`config.mk`:
```
export PLATFORM = sky130hd
export DESIGN_NAME = isl_ctrl
export DESIGN_NICKNAME = d
export VERILOG_FILES = /design/src/design/isl_pkg.sv /design/src/design/isl_ctrl.sv
export SDC_FILE = /design/constraint.sdc
export NUM_CORES = 1
export LEC_CHECK = 0
export ABC_AREA = 1
export BUFFER_PORTS_ARGS = -buffer_cell sky130_fd_sc_hd__buf_2
export CAP_MARGIN = 20
export CORE_MARGIN = 5
export CORE_UTILIZATION = 26
export CTS_CLUSTER_DIAMETER = 150
export DETAILED_ROUTE_END_ITERATION = 10
export PLACE_DENSITY = 0.59
export SLEW_MARGIN = 20
export SYNTH_ARGS = -nofsm -noshare
export SYNTH_HDL_FRONTEND = slang
export SYNTH_SLANG_ARGS = --single-unit
export TNS_END_PERCENT = 30
```
`constraint.sdc`:
```
create_clock -name clk_i -period 2.3 [get_ports clk_i]
set_clock_uncertainty 0.1 [all_clocks]
set_input_delay 0.69 -clock clk_i [delete_from_list [all_inputs] [get_ports clk_i]]
set_output_delay 0.69 -clock clk_i [all_outputs]
set_load 0.005 [all_outputs]
```
`src/design/isl_pkg.sv`:
```
// Shared constants, codes and cell control type for the indexed shift list.
package isl_pkg;

  localparam int CAPACITY     = 64;
  localparam int ELEMENT_BITS = 32;

  localparam int FUNC_W  = 4;
  localparam int INDEX_W = 6;
  localparam int VALUE_W = 32;
  localparam int ELEM_W  = 32;
  localparam int LEN_W   = 7;
  localparam int STAT_W  = 2;

  localparam int IDX_W = (CAPACITY > 1) ? $clog2(CAPACITY) : 1;
  localparam int CNT_W = $clog2(CAPACITY + 1);
  localparam int CMP_W = (CNT_W > INDEX_W + 1) ? CNT_W : INDEX_W + 1;

  typedef enum logic [FUNC_W-1:0] {
    FN_READ       = 4'd0,
    FN_WRITE      = 4'd1,
    FN_INSERT     = 4'd2,
    FN_REMOVE     = 4'd3,
    FN_PUSH_BACK  = 4'd4,
    FN_POP_BACK   = 4'd5,
    FN_PUSH_FRONT = 4'd6,
    FN_POP_FRONT  = 4'd7,
    FN_FRONT      = 4'd8,
    FN_BACK       = 4'd9,
    FN_CLEAR      = 4'd10
  } func_e;

  typedef enum logic [STAT_W-1:0] {
    ST_OK    = 2'd0,
    ST_RANGE = 2'd1,
    ST_FULL  = 2'd2,
    ST_EMPTY = 2'd3
  } status_e;

  typedef enum logic [1:0] {
    CO_HOLD   = 2'd0,
    CO_LOAD   = 2'd1,
    CO_INSERT = 2'd2,
    CO_REMOVE = 2'd3
  } cell_op_e;

  typedef struct packed {
    cell_op_e                op;
    logic [IDX_W-1:0]        pos;
    logic [IDX_W-1:0]        rd_pos;
    logic [ELEMENT_BITS-1:0] value;
  } cell_ctl_t;

endpackage

```
`src/design/isl_ctrl.sv`:
```
// Request decode, entry count, status and result word registers.
module isl_ctrl (
  input  logic                             clk_i,
  input  logic                             rst_ni,
  input  logic                             start_i,
  input  logic [isl_pkg::FUNC_W-1:0]       func_i,
  input  logic [isl_pkg::INDEX_W-1:0]      index_i,
  input  logic [isl_pkg::VALUE_W-1:0]      value_i,
  input  logic [isl_pkg::ELEMENT_BITS-1:0] rd_data_i,
  output isl_pkg::cell_ctl_t               ctl_o,
  output logic                             done_o,
  output logic [isl_pkg::ELEM_W-1:0]       element_o,
  output logic [isl_pkg::LEN_W-1:0]        length_o,
  output logic                             is_empty_o,
  output logic [isl_pkg::STAT_W-1:0]       status_o
);
  import isl_pkg::*;

  logic [CNT_W-1:0]        cnt_q, cnt_d;
  logic                    done_q;
  logic [ELEM_W-1:0]       elem_q, elem_d;
  status_e                 stat_q, stat_d;
  logic                    take;
  logic                    ok_rd, ok_ins, full, empty;
  logic [IDX_W-1:0]        idx, last;

  assign ok_rd  = CMP_W'(index_i) <  CMP_W'(cnt_q);
  assign ok_ins = CMP_W'(index_i) <= CMP_W'(cnt_q);
  assign full   = cnt_q == CNT_W'(CAPACITY);
  assign empty  = cnt_q == '0;
  assign idx    = IDX_W'(index_i);
  assign last   = IDX_W'(cnt_q - 1'b1);

  always_comb begin
    ctl_o.op     = CO_HOLD;
    ctl_o.pos    = idx;
    ctl_o.rd_pos = idx;
    ctl_o.value  = ELEMENT_BITS'(value_i);
    cnt_d        = cnt_q;
    stat_d       = ST_OK;
    take         = 1'b0;
    case (func_e'(func_i))
      FN_READ: begin
        if (ok_rd) take = 1'b1;
        else stat_d = ST_RANGE;
      end
      FN_WRITE: begin
        if (ok_rd) ctl_o.op = CO_LOAD;
        else stat_d = ST_RANGE;
      end
      FN_INSERT: begin
        if (!ok_ins) stat_d = ST_RANGE;
        else if (full) stat_d = ST_FULL;
        else begin
          ctl_o.op = CO_INSERT;
          cnt_d    = cnt_q + 1'b1;
        end
      end
      FN_REMOVE: begin
        if (empty) stat_d = ST_EMPTY;
        else if (!ok_rd) stat_d = ST_RANGE;
        else begin
          ctl_o.op = CO_REMOVE;
          take     = 1'b1;
          cnt_d    = cnt_q - 1'b1;
        end
      end
      FN_PUSH_BACK: begin
        if (full) stat_d = ST_FULL;
        else begin
          ctl_o.op  = CO_INSERT;
          ctl_o.pos = IDX_W'(cnt_q);
          cnt_d     = cnt_q + 1'b1;
        end
      end
      FN_POP_BACK: begin
        if (empty) stat_d = ST_EMPTY;
        else begin
          ctl_o.op     = CO_REMOVE;
          ctl_o.pos    = last;
          ctl_o.rd_pos = last;
          take         = 1'b1;
          cnt_d        = cnt_q - 1'b1;
        end
      end
      FN_PUSH_FRONT: begin
        if (full) stat_d = ST_FULL;
        else begin
          ctl_o.op  = CO_INSERT;
          ctl_o.pos = '0;
          cnt_d     = cnt_q + 1'b1;
        end
      end
      FN_POP_FRONT: begin
        if (empty) stat_d = ST_EMPTY;
        else begin
          ctl_o.op     = CO_REMOVE;
          ctl_o.pos    = '0;
          ctl_o.rd_pos = '0;
          take         = 1'b1;
          cnt_d        = cnt_q - 1'b1;
        end
      end
      FN_FRONT: begin
        ctl_o.rd_pos = '0;
        if (empty) stat_d = ST_EMPTY;
        else take = 1'b1;
      end
      FN_BACK: begin
        ctl_o.rd_pos = last;
        if (empty) stat_d = ST_EMPTY;
        else take = 1'b1;
      end
      FN_CLEAR: cnt_d = '0;
      default: ;
    endcase
    if (!start_i) begin
      ctl_o.op = CO_HOLD;
      cnt_d    = cnt_q;
    end
    elem_d = take ? ELEM_W'(rd_data_i) : '0;
  end

  always_ff @(posedge clk_i or negedge rst_ni) begin
    if (!rst_ni) begin
      cnt_q  <= '0;
      done_q <= 1'b0;
    end else begin
      cnt_q  <= cnt_d;
      done_q <= start_i;
    end
  end

  always_ff @(posedge clk_i) begin
    if (start_i) begin
      elem_q <= elem_d;
      stat_q <= stat_d;
    end
  end

  assign done_o     = done_q;
  assign element_o  = elem_q;
  assign length_o   = LEN_W'(cnt_q);
  assign is_empty_o = cnt_q == '0;
  assign status_o   = stat_q;

endmodule

```
==> flow_summary.json <==
{
  "grt_start_max_net_pins": 36,
  "path_buf_inv": 3,
  "path_max_fanout": 4,
  "first_pass_iters": 4,
  "synth_cell_types": 31,
  "drv_cap": 0,
  "die_y_um": 118.3,
  "syn_nets": 468,
  "async_flop_share": 0.1905,
  "yosysWarnings": 0,
  "failed_checks": "negative setup slack",
  "gp_congestion": 0.8924,
  "layout-drive-gt1-share": 0.4714,
  "port_buffers": 101,
  "pin_count": 166,
  "core_mm2": 0.01147,
  "ys.flop_type": "edfxtp_1",
  "total_power_mw": 3.959,
  "fin_cells": 667,
  "regArea_mm2": 0.001222,
  "relSlewSlack": 0.7135,
  "cp-start-kind": "input pin",
  "route.vias.total": 2946,
  "root_buffer": "clkbuf_16",
  "grt_overflow": 0,
  "synth-edff-count": 34,
  "clk_pin_slew_ns": 0.06,
  "via_per_inst": 4.417,
  "fin_ws_ns": -0.4138,
  "grt_pass1_vias": 2934,
  "cts_hold_buffers": 0,
  "rr_startpoint": "length_o[4]",
  "tritoncts": "done",
  "grt_pass1_wl_mm": 14.63,
  "multi_input_area_mm2": 0.001440,
  "post-place-ws_ns": -0.4905,
  "rsz0062_at_grt": "yes",
  "syn_avg_cell_area_um2": 7.955,
  "floorplan.initialDensity": 0.2657,
  "clock-sinks": 42,
  "clkLatencyLatePin_ns": 0.27,
  "synthesis.area_mm2": 0.003047,
  "dieArea_mm2": 0.01398,
  "setup_viol_count_final": 15,
  "syn_inst": 383,
  "first_iter_violations": 213,
  "p_leak_nw": 2.281,
  "place_hpwl_mm": 7.318,
  "fin_crit_sh": 1.180,
  "fillerInstances": 1186,
  "peakVddDrop_mv": 0.4254,
  "critPathCaptureType": "output pin",
  "finalHoldViolations": 0,
  "drc_errors": 0,
  "synth-seq-area-share": 0.4008,
  "ant_nets": 0,
  "insertedDiodeCount": 0,
  "cts.path.max_buffers": 2,
  "wl_mm": 8.888,
  "cts_max_level": 2,
  "slowest_stage": "ha_4",
  "worst_pin_slew_ns": 0.4298,
  "arrival_ns": 1.92,
  "crit_path_cell_trace": "buf_6 > ha_4 > nand2_4 > nor3_4 > nand2_2 > nand2_4 > nand2_2 > nand3_2 > nand3_2 > nand2_1 > inv_1 > buf_2",
  "final_max_slew_viol_count": 0,
  "p_per_area_mw_per_mm2": 911.0,
  "rows": 39,
  "holdWs_ns": 0.1504,
  "dp.cells": 655,
  "slowest_delay_ns": 0.27,
  "hold_class": "in -> async",
  "critPathLaunch": "index_i[4]",
  "final_nets": 608,
  "antenna_found_initial": 0,
  "path_class": "in -> out",
  "grtUsageTotal": 0.1235,
  "numCtsBuffers": 5,
  "fmax_ghz": 0.3685,
  "dieWidth_um": 118.3,
  "synth_seq_cells": 42,
  "outcome": "finished, violations left",
  "routedWlPerCell_um": 13.33,
  "syn2layout_area_growth_pct": 42.63,
  "min_period_ns": 2.714,
  "path_delay_family": "simple AND/OR/NAND/NOR gates",
  "crit_required_ns": 1.51
}
==> state kept, by name (all words and copies together), names as in the netlist <==
register	flops
length_o	7
done_o	1
status_o	2
element_o	32
==> cell usage after synthesis (5+ instances only) <==
master     n  area share
nor2_2    13       0.027
nand2_1   91        0.11
buf_4     34       0.084
inv_1     56       0.069
dfrtp_1    8       0.066
ha_1       8       0.033
nor2_1    40       0.049
o21ai_0   10       0.016
nand3_1   33       0.054
nand4_1    9       0.018
nand2_2    5       0.010
edfxtp_1  34        0.34
==> kinds of logic (layout without fill, tap and decap cells) <==
group                      after synthesis  in the layout  share of synthesized area
buffers and inverters                  100            241                     0.1762
DFF                                     42             42                     0.4008
AOI/OAI and AO/OA                       21             21                    0.04353
and+or+nand+nor                        208            208                     0.3351
adders and majority gates                8              8                    0.03286
xor gates and xnor gates                 4              4                    0.01150
==> worst paths after layout <==
kind	end	slack [ns]	depth (start not counted)
worst max-delay path	ctl_o[45]	-0.41	12
worst min-delay path	done_o	0.15	1
worst max register to register	element_o[12]	0.19	11
worst min register to register	length_o[6]	0.62	3
max in group asynchronous	length_o[0]	1.76	1
min in group clk_i	element_o[11]	0.61	3
==> area by class of cell <==
| cell class | count | area share |
|---|---|---|
| clock inverter | 2 | 0.008638 |
| clock buffer | 6 | 0.02966 |
| sequential | 42 | 0.2813 |
| timing repair buffer | 174 | 0.2563 |
| inverter | 59 | 0.05154 |
| tap | 143 | 0.04117 |
| multi-input combinational | 241 | 0.3314 |
==> metal layers <==
| layer | global-route usage | wire length [µm] |
|---|---|---|
| met1 | 0.1679 | 3935 |
| met2 | 0.1881 | 3778 |
| met3 | 0.03009 | 858 |
| met4 | 0.05090 | 315 |
| met5 | 0 | 0 |
==> worst reg2reg max path: stages (launching register included) <==
cell and delay [ns]:
dfrtp_1 0.38, inv_2 0.09, ha_4 0.28, nand2_4 0.06, nor3_4 0.19, nand2_2 0.12
nand4_2 0.12, buf_4 0.13, nand2_2 0.05, nor2_4 0.10, buf_12 0.20, nor2_1 0.07
==> metrics by stage <==
step | utilization | TNS [ns] | cell area [µm²]
4_1_cts | 0.3729 | -5.101 | 4277
3_3_place_gp | 0.3521 | -10.28 | 4038
6_report | 0.3789 | -4.795 | 4345
2_1_floorplan | - | -0.2732 | 3113
5_1_grt | 0.3789 | -6.616 | 4345
3_5_place_dp | 0.3521 | -10.80 | 4038
==> repair_timing <==
action,CTS,global route
resized for setup,18,13
endpoints found under the hold margin,0,0
pin swaps,12,10
setup buffers,3,1
endpoints found under the setup margin,15,15
==> where the power goes <==
group,switching (mW),leakage (nW),internal (mW)
Sequential,0.0729,0.451,0.969
Combinational,1.14,1.75,1.00
Clock,0.258,0.0771,0.512
==> cell usage in the layout (no fill, tap or decap), drive strengths merged, types with 3 or more instances in the layout <==
cell type,n
ha,8
xor2,3
a21oi,4
nand3,37
o21ai,11
nor2,56
inv,59
o211ai,4
edfxtp,34
dfrtp,8
nand4,11
clkbuf,6
nand2,98
buf,174
nor3,5
(Power assumes the default switching activity.)
