<file path="src/design/isl_pkg.sv">
// Shared constants, codes and cell control type for the indexed shift list.
package isl_pkg;

  localparam int CAPACITY     = 64;
  localparam int ELEMENT_BITS = 32;

  localparam int FUNC_W  = 4;
  localparam int INDEX_W = 6;
  localparam int VALUE_W = 32;
  localparam int ELEM_W  = 32;
  localparam int LEN_W   = 7;
  localparam int STAT_W  = 2;

  localparam int IDX_W = (CAPACITY > 1) ? $clog2(CAPACITY) : 1;
  localparam int CNT_W = $clog2(CAPACITY + 1);
  localparam int CMP_W = (CNT_W > INDEX_W + 1) ? CNT_W : INDEX_W + 1;

  typedef enum logic [FUNC_W-1:0] {
    FN_READ       = 4'd0,
    FN_WRITE      = 4'd1,
    FN_INSERT     = 4'd2,
    FN_REMOVE     = 4'd3,
    FN_PUSH_BACK  = 4'd4,
    FN_POP_BACK   = 4'd5,
    FN_PUSH_FRONT = 4'd6,
    FN_POP_FRONT  = 4'd7,
    FN_FRONT      = 4'd8,
    FN_BACK       = 4'd9,
    FN_CLEAR      = 4'd10
  } func_e;

  typedef enum logic [STAT_W-1:0] {
    ST_OK    = 2'd0,
    ST_RANGE = 2'd1,
    ST_FULL  = 2'd2,
    ST_EMPTY = 2'd3
  } status_e;

  typedef enum logic [1:0] {
    CO_HOLD   = 2'd0,
    CO_LOAD   = 2'd1,
    CO_INSERT = 2'd2,
    CO_REMOVE = 2'd3
  } cell_op_e;

  typedef struct packed {
    cell_op_e                op;
    logic [IDX_W-1:0]        pos;
    logic [IDX_W-1:0]        rd_pos;
    logic [ELEMENT_BITS-1:0] value;
  } cell_ctl_t;

endpackage

</file>
<file path="src/design/isl_cell.sv">
// One list slot: holds an entry, shifts with its neighbors, drives the read bus.
module isl_cell (
  input  logic                          clk_i,
  input  logic [isl_pkg::IDX_W-1:0]     my_idx_i,
  input  isl_pkg::cell_ctl_t            ctl_i,
  input  logic [isl_pkg::ELEMENT_BITS-1:0] left_i,
  input  logic [isl_pkg::ELEMENT_BITS-1:0] right_i,
  output logic [isl_pkg::ELEMENT_BITS-1:0] data_o,
  output logic [isl_pkg::ELEMENT_BITS-1:0] rd_o
);
  import isl_pkg::*;

  logic [ELEMENT_BITS-1:0] data_q, data_d;

  always_comb begin
    data_d = data_q;
    case (ctl_i.op)
      CO_LOAD: begin
        if (my_idx_i == ctl_i.pos) data_d = ctl_i.value;
      end
      CO_INSERT: begin
        if (my_idx_i == ctl_i.pos) data_d = ctl_i.value;
        else if (my_idx_i > ctl_i.pos) data_d = left_i;
      end
      CO_REMOVE: begin
        if (my_idx_i >= ctl_i.pos) data_d = right_i;
      end
      default: data_d = data_q;
    endcase
  end

  always_ff @(posedge clk_i) begin
    data_q <= data_d;
  end

  assign data_o = data_q;
  assign rd_o   = (my_idx_i == ctl_i.rd_pos) ? data_q : '0;

endmodule

</file>
<file path="config.mk">
export PLATFORM = sky130hd
export DESIGN_NAME = isl_cell
export DESIGN_NICKNAME = d
export VERILOG_FILES = /design/src/design/isl_pkg.sv /design/src/design/isl_cell.sv
export SDC_FILE = /design/constraint.sdc
export NUM_CORES = 1
export LEC_CHECK = 0
export BUFFER_PORTS_ARGS = -buffer_cell sky130_fd_sc_hd__buf_2
export CAP_MARGIN = 30
export CORE_MARGIN = 1.5
export CORE_UTILIZATION = 38
export CTS_CLUSTER_DIAMETER = 40
export CTS_CLUSTER_SIZE = 14
export DETAILED_ROUTE_END_ITERATION = 10
export PLACE_DENSITY_LB_ADDON = 0.15
export SLEW_MARGIN = 20
export SYNTH_ARGS = -nofsm -noshare
export SYNTH_HDL_FRONTEND = slang
export SYNTH_SLANG_ARGS = --single-unit
</file>
<file path="constraint.sdc">
create_clock -name clk_i -period 2.7 [get_ports clk_i]
set_input_delay 0.27 -clock clk_i [delete_from_list [all_inputs] [get_ports clk_i]]
set_output_delay 0.27 -clock clk_i [all_outputs]
set_load 0.02 [all_outputs]
</file>
==> results by stage, run 1 <==
Final layout:
- The library cell used most frequently in the layout, excluding fill and tap cells, is sky130_fd_sc_hd__buf_2.
- The top cell types in the final layout, fill and taps aside, are sky130_fd_sc_hd__buf_2, sky130_fd_sc_hd__o22ai_1, sky130_fd_sc_hd__a21oi_1, sky130_fd_sc_hd__and2_1, sky130_fd_sc_hd__edfxtp_1.
- The number of antenna diodes in the final layout is 0.
- The share of layout cells above drive strength 1 is 51.0%.
- The final layout contains 510 nets.
- The finished layout holds 458 standard cells, fillers aside.
- Compared with the post-synthesis result, the final layout area differs by 49.7%.
- The number of fillers in the final layout is 502.
- The register with the most flip-flops in the layout has 32 of them.
- The post-layout instance area is 3130 um2.
- The fraction of the core area covered by cells at the end of the flow is 60.1%.

Setup path:
- The worst setup path is launched from an input port.
- The count of buffer and inverter cells on the critical path is 1.
- On the worst path, the slowest cell contributes a delay of 0.66 ns.
- For the worst setup path, the data required time is 2.60 ns.
- The worst setup path is captured at a flop.
- Walking the worst path, the cells encountered are buf_2, ha_1, and4_4, nand3_2, o22ai_1, a31o_2.
- The maximum fanout encountered on the critical timing path is 32.
- The critical path arrival is 1.86 ns.
- For this design, the slowest cell found on the critical path is sky130_fd_sc_hd__a31o_2.
- The critical path in this run is classified as in -> reg.
- The category of cells accounting for the largest share of critical-path delay is compound AO/OA/AOI/OAI gates.

Routing:
- The number of remaining DRC errors is 0.
- The detail-routed via count per cell is 5.12.
- The total wire length is 6.68 mm.
- The first detailed-routing pass took 4 iterations.
- The detailed router's first-iteration violation count is 114.
- Summing over every cut layer, the via total after detailed routing is 2347.
- The average wire per cell in the routed design is 14.6 um.
- The antenna violation net count after detailed routing is 0.

STA:
- At the pin with the least slew margin, the transition time is 0.815 ns.
- The total negative slack for setup checks is 0 ns.
- Setup repair after global routing left no endpoint under its margin.
- Measured against its own limit, the worst slew margin works out to 45.7%.
- The max-slew violation count is 0.
- The final critical-path required period is 1.96 ns.
- The final period utilization is 72.6%.
- The number of hold-slack violations in the final timing report is 0.
- Setup violations remaining at the end of the flow were counted as 0.
- For this run, the top clock speed supported by timing is 510 MHz.

Global routing:
- The global-route layer with the greatest usage is met2.
- The global routing met2 resource utilization is 38.2%.
- The met1 global-route usage is 24.0%.
- The maximum number of pins on one net before global-route repair is 33.
- The first global-routing pass estimated 10.1 mm of wire.
- The number of antenna violations at the first check in global routing is 0.
- The final global-route overflow total is 0.
- The met3 track demand over resource is 4.88%.
- The global-route usage over all layers is 21.2%.
- The via count of the first global-routing pass is 2197.

Synthesis:
- The async set-or-reset flop fraction in the synthesized netlist is 0%.
- The dominant synthesized flop cell is sky130_fd_sc_hd__edfxtp_1.
- Counting flops with a built-in enable in the synthesized netlist gives 32.
- The mean area per synthesized cell is 9.80 um2.
- Summed over all instances, the cell type with the most area after synthesis is sky130_fd_sc_hd__edfxtp_1.
- Sorting the synthesized cells by area gives the leading types as sky130_fd_sc_hd__edfxtp_1, sky130_fd_sc_hd__o22ai_1, sky130_fd_sc_hd__and2_1.
- The Yosys warning count is 0.
- The number of different library cells used by synthesis comes to 23.
- When the netlist entered floorplanning its net count stood at 336.
- The synthesized netlist occupies a cell area of 2090 um2.
- The number of instances in the synthesized netlist is 213.
- The count of state elements after synthesis is 32.
- The share of synthesized area occupied by flip-flops and latches is 46.0%.
- The fraction of post-synthesis cell area in the top cell type by area is 46.0%.

Place:
- The placed wire-length estimate after detailed placement is 4.91 mm.
- Counting tap cells, the placed design contains a total of 450 instances.
- Summing all placed instances gives a cell area of 3020 um2.
- Routability-driven placement finished with a final weighted congestion of 0.733.
- The number of buffers inserted by port buffering is 180.

Pwr:
- The power per cell area is 485 nW/um2.
- IR analysis of the VDD net gives a maximum drop of 0.237 mV.
- The register share of total power is 43.8%.
- The analysis attributes to cell leakage a power of 0.00152 uW.
- The combinational share of power is 27.4%.
- Per report_power, the clock group accounts for 28.8% of the total.
- The internal power is 1080 uW.
- Net switching is 29.0% of the power.
- The switching power of the nets is 440 uW.

CTS:
- Clock-pin slew was measured on the worst setup and hold paths at 0.06 ns.
- The CTS tree is yes.
- The clock buffer count from CTS is 5.
- The number of hold buffers added after CTS is 0.
- The number of buffers on the longest clock path is 2.
- CTS placed an instance of sky130_fd_sc_hd__clkbuf_8 at the clock tree root.
- Gates resized during post-CTS repair numbered 0.
- The clock sink total is 32.
- The H-tree was split into 2 levels.
- In this run the post-CTS setup repair buffer count came out at 0.

Run status:
- The run finished with clean final reports.

Worst hold path:
- The number of cells traversed by the worst hold path is 3.
- The type of the tightest min-delay check is in -> reg.
- The terminating pin of the worst hold path is data_o[27].
- The hold path startpoint is right_i[27].

Floorplan:
- The area of the core is 5200 um2.
- The floorplan has 26 rows.
- The die area is 5950 um2.
- For this design the top-level I/O count stands at 181.
- The die boundary width is 77.1 um.
- The starting density of the core is 40.1%.
- The die extent in y is 77.1 um.

Run:
- The count of maximum capacitance violations is 0.
worst min-delay path, stage by stage:
cell                      delay, ns
sky130_fd_sc_hd__buf_2         0.07
sky130_fd_sc_hd__o22ai_1       0.05
sky130_fd_sc_hd__a21oi_1       0.10
cells by family after synthesis:
| kind of cell | after synthesis | share of synthesized area (%) |
|---|---|---|
| flops | 32 | 46.0 |
| xor+xnor | 6 | 2.52 |
| fa+ha+maj | 6 | 3.59 |
| compound gates | 102 | 29.2 |
| buf+inv | 27 | 6.35 |
| simple gates | 40 | 12.3 |
synthesized netlist by cell type (all sizes together) (2+ instances only):
library cell and count:
nand2 2, and2 32, ha 6, buf 7, a31o 2, xor2 2
clkbuf 12, inv 8, o22ai 65, edfxtp 32, nand3 2, a21oi 33
xnor2 4
routing by layer:
layer	vias up	part of all wire, %
li1	1177	-
met5	-	0
met2	121	51
met3	12	7.4
met1	1037	39
met4	0	2.2
cell type report:
| type | count | area (um2) | area share, % |
|---|---|---|---|
| timing repair buffer | 186 | 946 | 30.3 |
| tap | 70 | 87.6 | 2.80 |
| clock inverter | 2 | 35.0 | 1.12 |
| multi-input combinational | 154 | 995 | 31.8 |
| clock buffer | 6 | 72.6 | 2.32 |
| inverter | 8 | 30.0 | 0.960 |
| sequential | 32 | 961 | 30.7 |
metrics by stage:
stage | hold slack (ns) | power [uW] | setup WS [ns]
CTS | 0.332 | 1530 | 0.702
global route | 0.349 | 1590 | 0.601
detailed placement | 0.622 | 1090 | 0.417
floorplan | 0.521 | 901 | 0.728
global placement | 0.612 | 1080 | 0.472
finish | 0.341 | 1520 | 0.740
power groups by stage:
stage / registers, uW / logic (uW) / clock network, uW
CTS: 663 / 419 / 449
global placement: 671 / 413 / 0
floorplan: 747 / 153 / 0
global route: 671 / 451 / 470
detailed placement: 672 / 418 / 0
finish: 663 / 415 / 437
worst max path at each step:
| stage | start | end | slack, ns | cells past startpoint |
|---|---|---|---|---|
| after global placement | my_idx_i[4] | data_o[15] | 0.47 | 6 |
| after detailed placement | my_idx_i[4] | data_o[2] | 0.42 | 6 |
| after CTS | my_idx_i[4] | data_o[24] | 0.70 | 6 |
| after floorplan | ctl_i[42] | data_o[0] | 0.73 | 6 |
| after global routing | my_idx_i[4] | data_o[24] | 0.60 | 6 |
| final | my_idx_i[4] | data_o[20] | 0.74 | 6 |
(Power assumes the default switching activity.)
==> inputs of run 2 (changes only) <==
--- a/config.mk
+++ b/config.mk
@@ -8,7 +8,7 @@
 export BUFFER_PORTS_ARGS = -buffer_cell sky130_fd_sc_hd__buf_2
 export CAP_MARGIN = 30
 export CORE_MARGIN = 1.5
-export CORE_UTILIZATION = 38
+export CORE_UTILIZATION = 35
 export CTS_CLUSTER_DIAMETER = 40
 export CTS_CLUSTER_SIZE = 14
 export DETAILED_ROUTE_END_ITERATION = 10
==> constraint.sdc (replaced) <==
create_clock -name clk_i -period 1.6 [get_ports clk_i]
set_input_delay 0.16 -clock clk_i [delete_from_list [all_inputs] [get_ports clk_i]]
set_output_delay 0.16 -clock clk_i [all_outputs]
set_load 0.02 [all_outputs]
==> run 2 against run 1 <==
Compared with the run above: flip-flop and latch count unchanged; worst hold slack got worse by 0.12 ns; clock-buffer cell count decreased by 1; die area increased by 8.2%; power increased by 77%; worst setup slack got worse by 0.68 ns; critical path type is now in -> out; critical endpoint is now rd_o[28].
==> results by stage, run 2 (synthesized netlist as in run 1, its figures left out) <==
Final layout:
- The most common cell after layout, fill and taps aside is sky130_fd_sc_hd__buf_2.
- The flip-flop count of the largest register, all copies and words added is 32 (unchanged).
- From synthesis to final layout, the design area changed by 67.5%.
- The antenna diode count is 0 (unchanged).
- The count of nets after finishing is 520 (+2.0%).
- The library cells used most frequently in the layout, excluding fill and tap cells, are sky130_fd_sc_hd__buf_2, sky130_fd_sc_hd__o22ai_1, sky130_fd_sc_hd__a21oi_1, sky130_fd_sc_hd__edfxtp_1, sky130_fd_sc_hd__and2_1.
- The share of layout cells above drive strength 1 is 55.8% (+4.7 points).
- The multi-input combinational cell area is 1110 um2 (+12%).
- The number of fillers in the final layout is 507 (+1.0%).
- The register area is 961 um2 (unchanged).

Place:
- The worst setup slack after placement is -0.178 ns (-0.596 ns).
- The final weighted congestion of routability-driven global placement is 0.795 (+8.4%).
- The placed wire-length estimate after detailed placement is 5.44 mm (+11%).
- The number of buffers inserted by port buffering is 180 (unchanged).

Floorplan:
- The die boundary width came to 80.2 um (+4.0%).
- The die area is 6440 um2 (+8.2%).
- The die extent in y was 80.2 um (+4.0%).
- The area of the core came to 5640 um2 (+8.4%).
- The number of placement rows is 27 (+3.8%).
- The starting density of the core is 37.0% (-3.1 points).
- The I/O pin total is 181 (unchanged).

Global routing:
- The first-pass GRT wire length came to 10.6 mm (+4.8%).
- The maximum number of pins on one net before global-route repair is 33 (unchanged).
- The final global-route overflow total is 0 (unchanged).
- The via count of the first global-routing pass is 2314 (+5.3%).
- The number of antenna violations at the first check in global routing was 0 (unchanged).
- The global-route usage over all layers is 21.6% (+0.46 points).

Routing:
- The antenna violation net count after detailed routing is 0 (unchanged).
- The average wire per cell in the routed design is 15.4 um (+5.6%).
- The count of TritonRoute iterations in the first routing pass is 4 (unchanged).
- The number of remaining DRC errors is 0 (unchanged).
- The number of vias after detailed routing is 2498 (+6.4%).
- The detailed router's first-iteration violation count is 123 (+7.9%).
- The detail-routed via count per cell is 5.31 (+3.7%).
- The total wire length is 7.24 mm (+8.4%).

Setup path:
- The sort of element at the end of the critical path is an output pin.
- The required arrival time at the worst endpoint is 1.44 ns (-1.16 ns).
- The critical path arrival was 1.38 ns (-0.48 ns).
- STA classifies the critical path startpoint as an input port.
- The path type of the worst setup path is in -> out.
- The maximum fanout encountered on the critical timing path is 18 (-44%).

CTS:
- The clock-pin slew of the registers on the worst-case setup and hold paths is 0.07 ns (about the same).
- The number of levels the H-tree was split into is 2 (unchanged).
- The clock sink total is 32 (unchanged).
- The clock buffer count from CTS is 5 (unchanged).
- The number of buffers on the longest clock path is 2 (unchanged).
- The number of hold buffers added after CTS is 0 (unchanged).
- In this run the clock root is driven by a sky130_fd_sc_hd__clkbuf_8.
- The CTS tree is yes.

Run status:
- The run finished with clean final reports.

Pwr:
- The reported leakage power is 0.00162 uW (+6.6%).
- The maximum ir drop on the vdd rail was 0.439 mV (+85%).
- The total power was 2680 uW (+77%).
- The power per cell area is 766 nW/um2 (+58%).

STA:
- The worst-case headroom to the max-slew limit is 73.6% (+28 points).
- The actual slew at the worst max-slew pin was 0.396 ns (-0.419 ns).
- The number of endpoints failing setup at the final stage is 0 (unchanged).
- The worst hold margin is 0.222 ns (-0.119 ns).
- The max-slew violation count came to 0 (unchanged).
- The setup slack of the critical path after layout is 0.0650 ns (-0.675 ns).
- The maximum achievable frequency is 651 MHz.
- The worst path needs 1.54 ns of the cycle, external delays included.
- Setup repair after global routing could not meet its margin everywhere.
- In the finished design, the share of the clock period the worst path needs comes to 95.9%.
- The number of hold-slack violations in the final timing report is 0 (unchanged).

Run:
- The count of maximum capacitance violations is 0 (unchanged).

Worst hold path:
- The type of the tightest min-delay check is in -> reg.
- The hold path startpoint is right_i[8].
- The terminating pin of the worst hold path is data_o[8].
- The number of cells traversed by the worst hold path is 3 (unchanged).
run 2: metrics by stage:
stage               cells  util [%]  setup TNS (ns)  instance area, um2
finish                470      62.0               0                3500
CTS                   473      59.6               0                3360
detailed placement    465      57.6          -10.38                3250
floorplan             213         -          -0.253                2190
global placement      465      57.6           -8.12                3250
global route          470      62.0         -0.0498                3500
run 2: worst max path at each step:
stage,cells past startpoint,end,from
after floorplan,6,data_o[0],ctl_i[43]
after global placement,8,data_o[18],ctl_i[43]
after detailed placement,7,data_o[29],ctl_i[43]
after CTS,8,rd_o[18],my_idx_i[4]
after global routing,7,rd_o[28],my_idx_i[0]
final,7,rd_o[28],my_idx_i[0]
run 2: where the power goes:
| part | internal [uW] | switching (uW) |
|---|---|---|
| combinational | 356 | 451 |
| clock | 453 | 304 |
| sequential | 1060 | 53.0 |
run 2: worst max-delay path, cell delays in order:
cell                     delay (ns)
sky130_fd_sc_hd__buf_2         0.10
sky130_fd_sc_hd__buf_4         0.12
sky130_fd_sc_hd__xor2_1        0.18
sky130_fd_sc_hd__nor3_4        0.33
sky130_fd_sc_hd__buf_6         0.20
sky130_fd_sc_hd__and2_1        0.14
sky130_fd_sc_hd__buf_4         0.13
run 2: final cells by class:
class / instances / area share (%)
timing repair buffer: 196 / 33.7
clock inverter: 3 / 1.07
sequential: 32 / 27.5
clock buffer: 5 / 1.97
tap: 72 / 2.58
multi-input combinational: 154 / 31.8
inverter: 8 / 1.43
run 2: metal layers:
metal | GRT usage, % | wire length [um] | vias up
li1 | - | - | 1205
met1 | 24.9 | 2720 | 1142
met2 | 40.0 | 3780 | 140
met3 | 4.66 | 634 | 11
met4 | 5.86 | 110 | 0
met5 | 0 | 0 | -
run 2: repair_timing:
action / in CTS / in global routing
gates cloned: 0 / 1
resized for setup: 2 / 50
setup endpoints to repair: 32 / 32
pin swaps: 1 / 1
buffers inserted: 0 / 0
==> inputs of run 3 (changes only) <==
--- a/config.mk
+++ b/config.mk
@@ -8,11 +8,13 @@
 export BUFFER_PORTS_ARGS = -buffer_cell sky130_fd_sc_hd__buf_2
 export CAP_MARGIN = 30
 export CORE_MARGIN = 1.5
-export CORE_UTILIZATION = 35
+export CORE_UTILIZATION = 36
+export CTS_BUF_LIST = sky130_fd_sc_hd__clkbuf_8
 export CTS_CLUSTER_DIAMETER = 40
 export CTS_CLUSTER_SIZE = 14
 export DETAILED_ROUTE_END_ITERATION = 10
 export PLACE_DENSITY_LB_ADDON = 0.15
+export SETUP_SLACK_MARGIN = 0.1
 export SLEW_MARGIN = 20
 export SYNTH_ARGS = -nofsm -noshare
 export SYNTH_HDL_FRONTEND = slang
==> run 3 against run 2 <==
Compared with the run above: flip-flop and latch count did not move; worst hold slack better by 0.0080 ns; clock power fell by 2%; final cell count grew 1.3%; routed wire length rose by 5.1%; global-route usage rose by 0.82 points; utilization is 5.3 points higher; design area grew 6.7%; critical path type unchanged; worst setup slack gained 0.011 ns; critical path depth grew 2; power is 0.96% higher.
==> results by stage, run 3 (synthesized netlist as in run 1, its figures left out) <==
Place:
- The final weighted congestion of routability-driven global placement is 0.757 (-4.8%).
- The placed wire-length estimate after detailed placement is 5.27 mm (-3.2%).
- The number of buffers inserted by port buffering is 180 (unchanged).
- The placed instance area is 3240 um2 (-0.23%).

Final layout:
- The library cell used most frequently in the layout, excluding fill and tap cells, is sky130_fd_sc_hd__buf_2.
- The antenna diode count is 0 (unchanged).
- The library cells used most frequently in the layout, excluding fill and tap cells, are sky130_fd_sc_hd__buf_2, sky130_fd_sc_hd__o22ai_1, sky130_fd_sc_hd__a21oi_1, sky130_fd_sc_hd__edfxtp_1, sky130_fd_sc_hd__buf_6.
- The count of nets after finishing was 526 (+1.2%).
- The post-layout instance area came to 3730 um2 (+6.7%).
- The fraction of the core area covered by cells at the end of the flow is 67.3% (+5.3 points).
- The share of layout cells above drive strength 1 came to 61.6% (+5.9 points).
- The layout overhead on the synthesized area is 78.7%.
- The flip-flop count of the largest register, all copies and words added came to 32 (unchanged).
- The register area was 961 um2 (unchanged).
- The number of fillers in the final layout was 469 (-7.5%).
- The multi-input combinational cell area is 1180 um2 (+5.9%).

Routing:
- The detailed router's first-iteration violation count was 143 (+16%).
- The count of TritonRoute iterations in the first routing pass is 4 (unchanged).
- The length of routed met2 wiring is 4.04 mm (+6.8%).
- The total wire length came to 7.62 mm (+5.1%).
- The number of remaining DRC errors is 0 (unchanged).
- The number of vias after detailed routing is 2576 (+3.1%).
- The antenna violation net count after detailed routing is 0 (unchanged).
- The average wire per cell in the routed design was 16.0 um (+3.8%).
- The wire length on met3 came to 662 um (+4.4%).
- The detail-routed via count per cell is 5.41 (+1.8%).
- The highest metal layer carrying signal wires in the routed design is met4.
- The wire length on met1 was 2.73 mm (+0.40%).

STA:
- The final period utilization is 95.2% (-0.71 points).
- The max-slew violation count is 0 (unchanged).
- The number of hold-slack violations in the final timing report is 0 (unchanged).
- The total negative slack for setup checks is 0 ns (unchanged).
- The number of endpoints failing setup at the final stage was 0 (unchanged).
- Setup repair after global routing could not meet its margin everywhere.
- The final critical-path required period is 1.52 ns (-0.0114 ns).
- The actual slew at the worst max-slew pin is 0.346 ns (-0.0500 ns).
- The worst-case headroom to the max-slew limit is 76.9% (+3.3 points).
- The maximum achievable frequency is 656 MHz (+0.75%).

CTS:
- The tree is rooted in a sky130_fd_sc_hd__clkbuf_8.
- The clock buffer count from CTS is 5 (unchanged).
- The number of hold buffers added after CTS was 0 (unchanged).
- TritonCTS built the clock tree.
- The clock-pin slew of the registers on the worst-case setup and hold paths is 0.07 ns (about the same).
- The number of buffers on the longest clock path was 2 (unchanged).
- The clock sink total is 32 (unchanged).
- The number of levels the H-tree was split into came to 2 (unchanged).

Pwr:
- The maximum ir drop on the vdd rail was 0.376 mV (-14%).
- The power per cell area is 725 nW/um2 (-5.3%).
- The reported leakage power is 0.00170 uW (+5.3%).
- The total power is 2710 uW (+0.96%).

Floorplan:
- The number of placement rows is 27 (unchanged).
- The area of the core was 5540 um2 (-1.8%).
- The die area is 6270 um2 (-2.7%).
- The die boundary width came to 79.2 um (-1.3%).
- The die extent in y was 79.2 um (-1.3%).
- The starting density of the core is 37.7% (+0.68 points).
- The I/O pin total came to 181 (unchanged).

Setup path:
- STA classifies the critical path endpoint as an output pin.
- The critical path launch point type is an input port.
- The maximum fanout encountered on the critical timing path is 7 (-11).
- By startpoint and endpoint, the worst setup path is classified as in -> out.
- The critical path arrival is 1.36 ns (-0.02 ns).
- The required arrival time at the worst endpoint came to 1.44 ns (about the same).

Global routing:
- The first-pass GRT wire length was 10.9 mm (+2.5%).
- The global-route usage over all layers is 22.5% (+0.82 points).
- The final global-route overflow total was 0 (unchanged).
- The maximum number of pins on one net before global-route repair was 33 (unchanged).
- The via count of the first global-routing pass was 2361 (+2.0%).
- The number of antenna violations at the first check in global routing is 0 (unchanged).

Worst hold path:
- The worst hold path belongs to the class in -> reg.
- The number of cells traversed by the worst hold path is 3 (unchanged).

Run:
- The count of maximum capacitance violations is 0 (unchanged).

Run status:
- The flow ran to the end, and the final reports show no timing, DRC or antenna violations.
-- run 3: changes by cell type in the layout (fill, tap and decap cells not counted), sizes merged --
cell and change:
buf +5, a31o +1
-- run 3: worst max-delay path: stages --
cell and delay (ns):
sky130_fd_sc_hd__buf_8 0.10, sky130_fd_sc_hd__buf_6 0.11, sky130_fd_sc_hd__xnor2_2 0.13, sky130_fd_sc_hd__nand4_1 0.14, sky130_fd_sc_hd__nor3_4 0.18, sky130_fd_sc_hd__buf_12 0.16, sky130_fd_sc_hd__buf_8 0.12, sky130_fd_sc_hd__and2_4 0.15
sky130_fd_sc_hd__buf_6 0.11
-- run 3: timing repair --
action                                  in CTS  in global routing
cloned                                       3                  1
resized for setup                           84                 18
endpoints found under the setup margin      32                 63
pin swaps                                   17                  8
endpoints found under the hold margin        0                  0
buffers inserted                             1                  0
-- run 3: power breakdown --
group | internal (uW) | leakage [uW] | switching, uW
Combinational | 377 | 0.00135 | 465
Clock | 453 | 0.0000532 | 290
Sequential | 1060 | 0.000305 | 56.4
-- run 3: layout make-up --
cell class              instances  share of cell area (%)
clock buffers                   5                    1.84
clock inverters                 3                    1.01
inverters                       8                    1.34
multi-input cells             155                    31.5
flip-flops and latches         32                    25.8
well taps                      72                    2.41
repair buffers                201                    36.1
-- run 3: worst paths after layout --
check,endpoint,slack (ns),from
worst max-delay path,rd_o[10],0.08,my_idx_i[5]
worst min-delay path,data_o[27],0.23,right_i[27]
-- run 3: metal layers --
metal | GRT usage [%] | vias up
met3 | 4.60 | 14
met1 | 25.0 | 1190
met5 | 0 | -
met2 | 40.8 | 154
met4 | 10.4 | 0
li1 | - | 1218
-- run 3: per-stage QoR --
step | worst slack (ns) | instances | hold slack (ns)
final | 0.0764 | 476 | 0.230
after CTS | 0.0776 | 475 | 0.221
after global routing | 0.0346 | 476 | 0.231
after global placement | -0.158 | 464 | 0.498
after floorplan | -0.00791 | 213 | 0.412
after detailed placement | -0.186 | 464 | 0.511
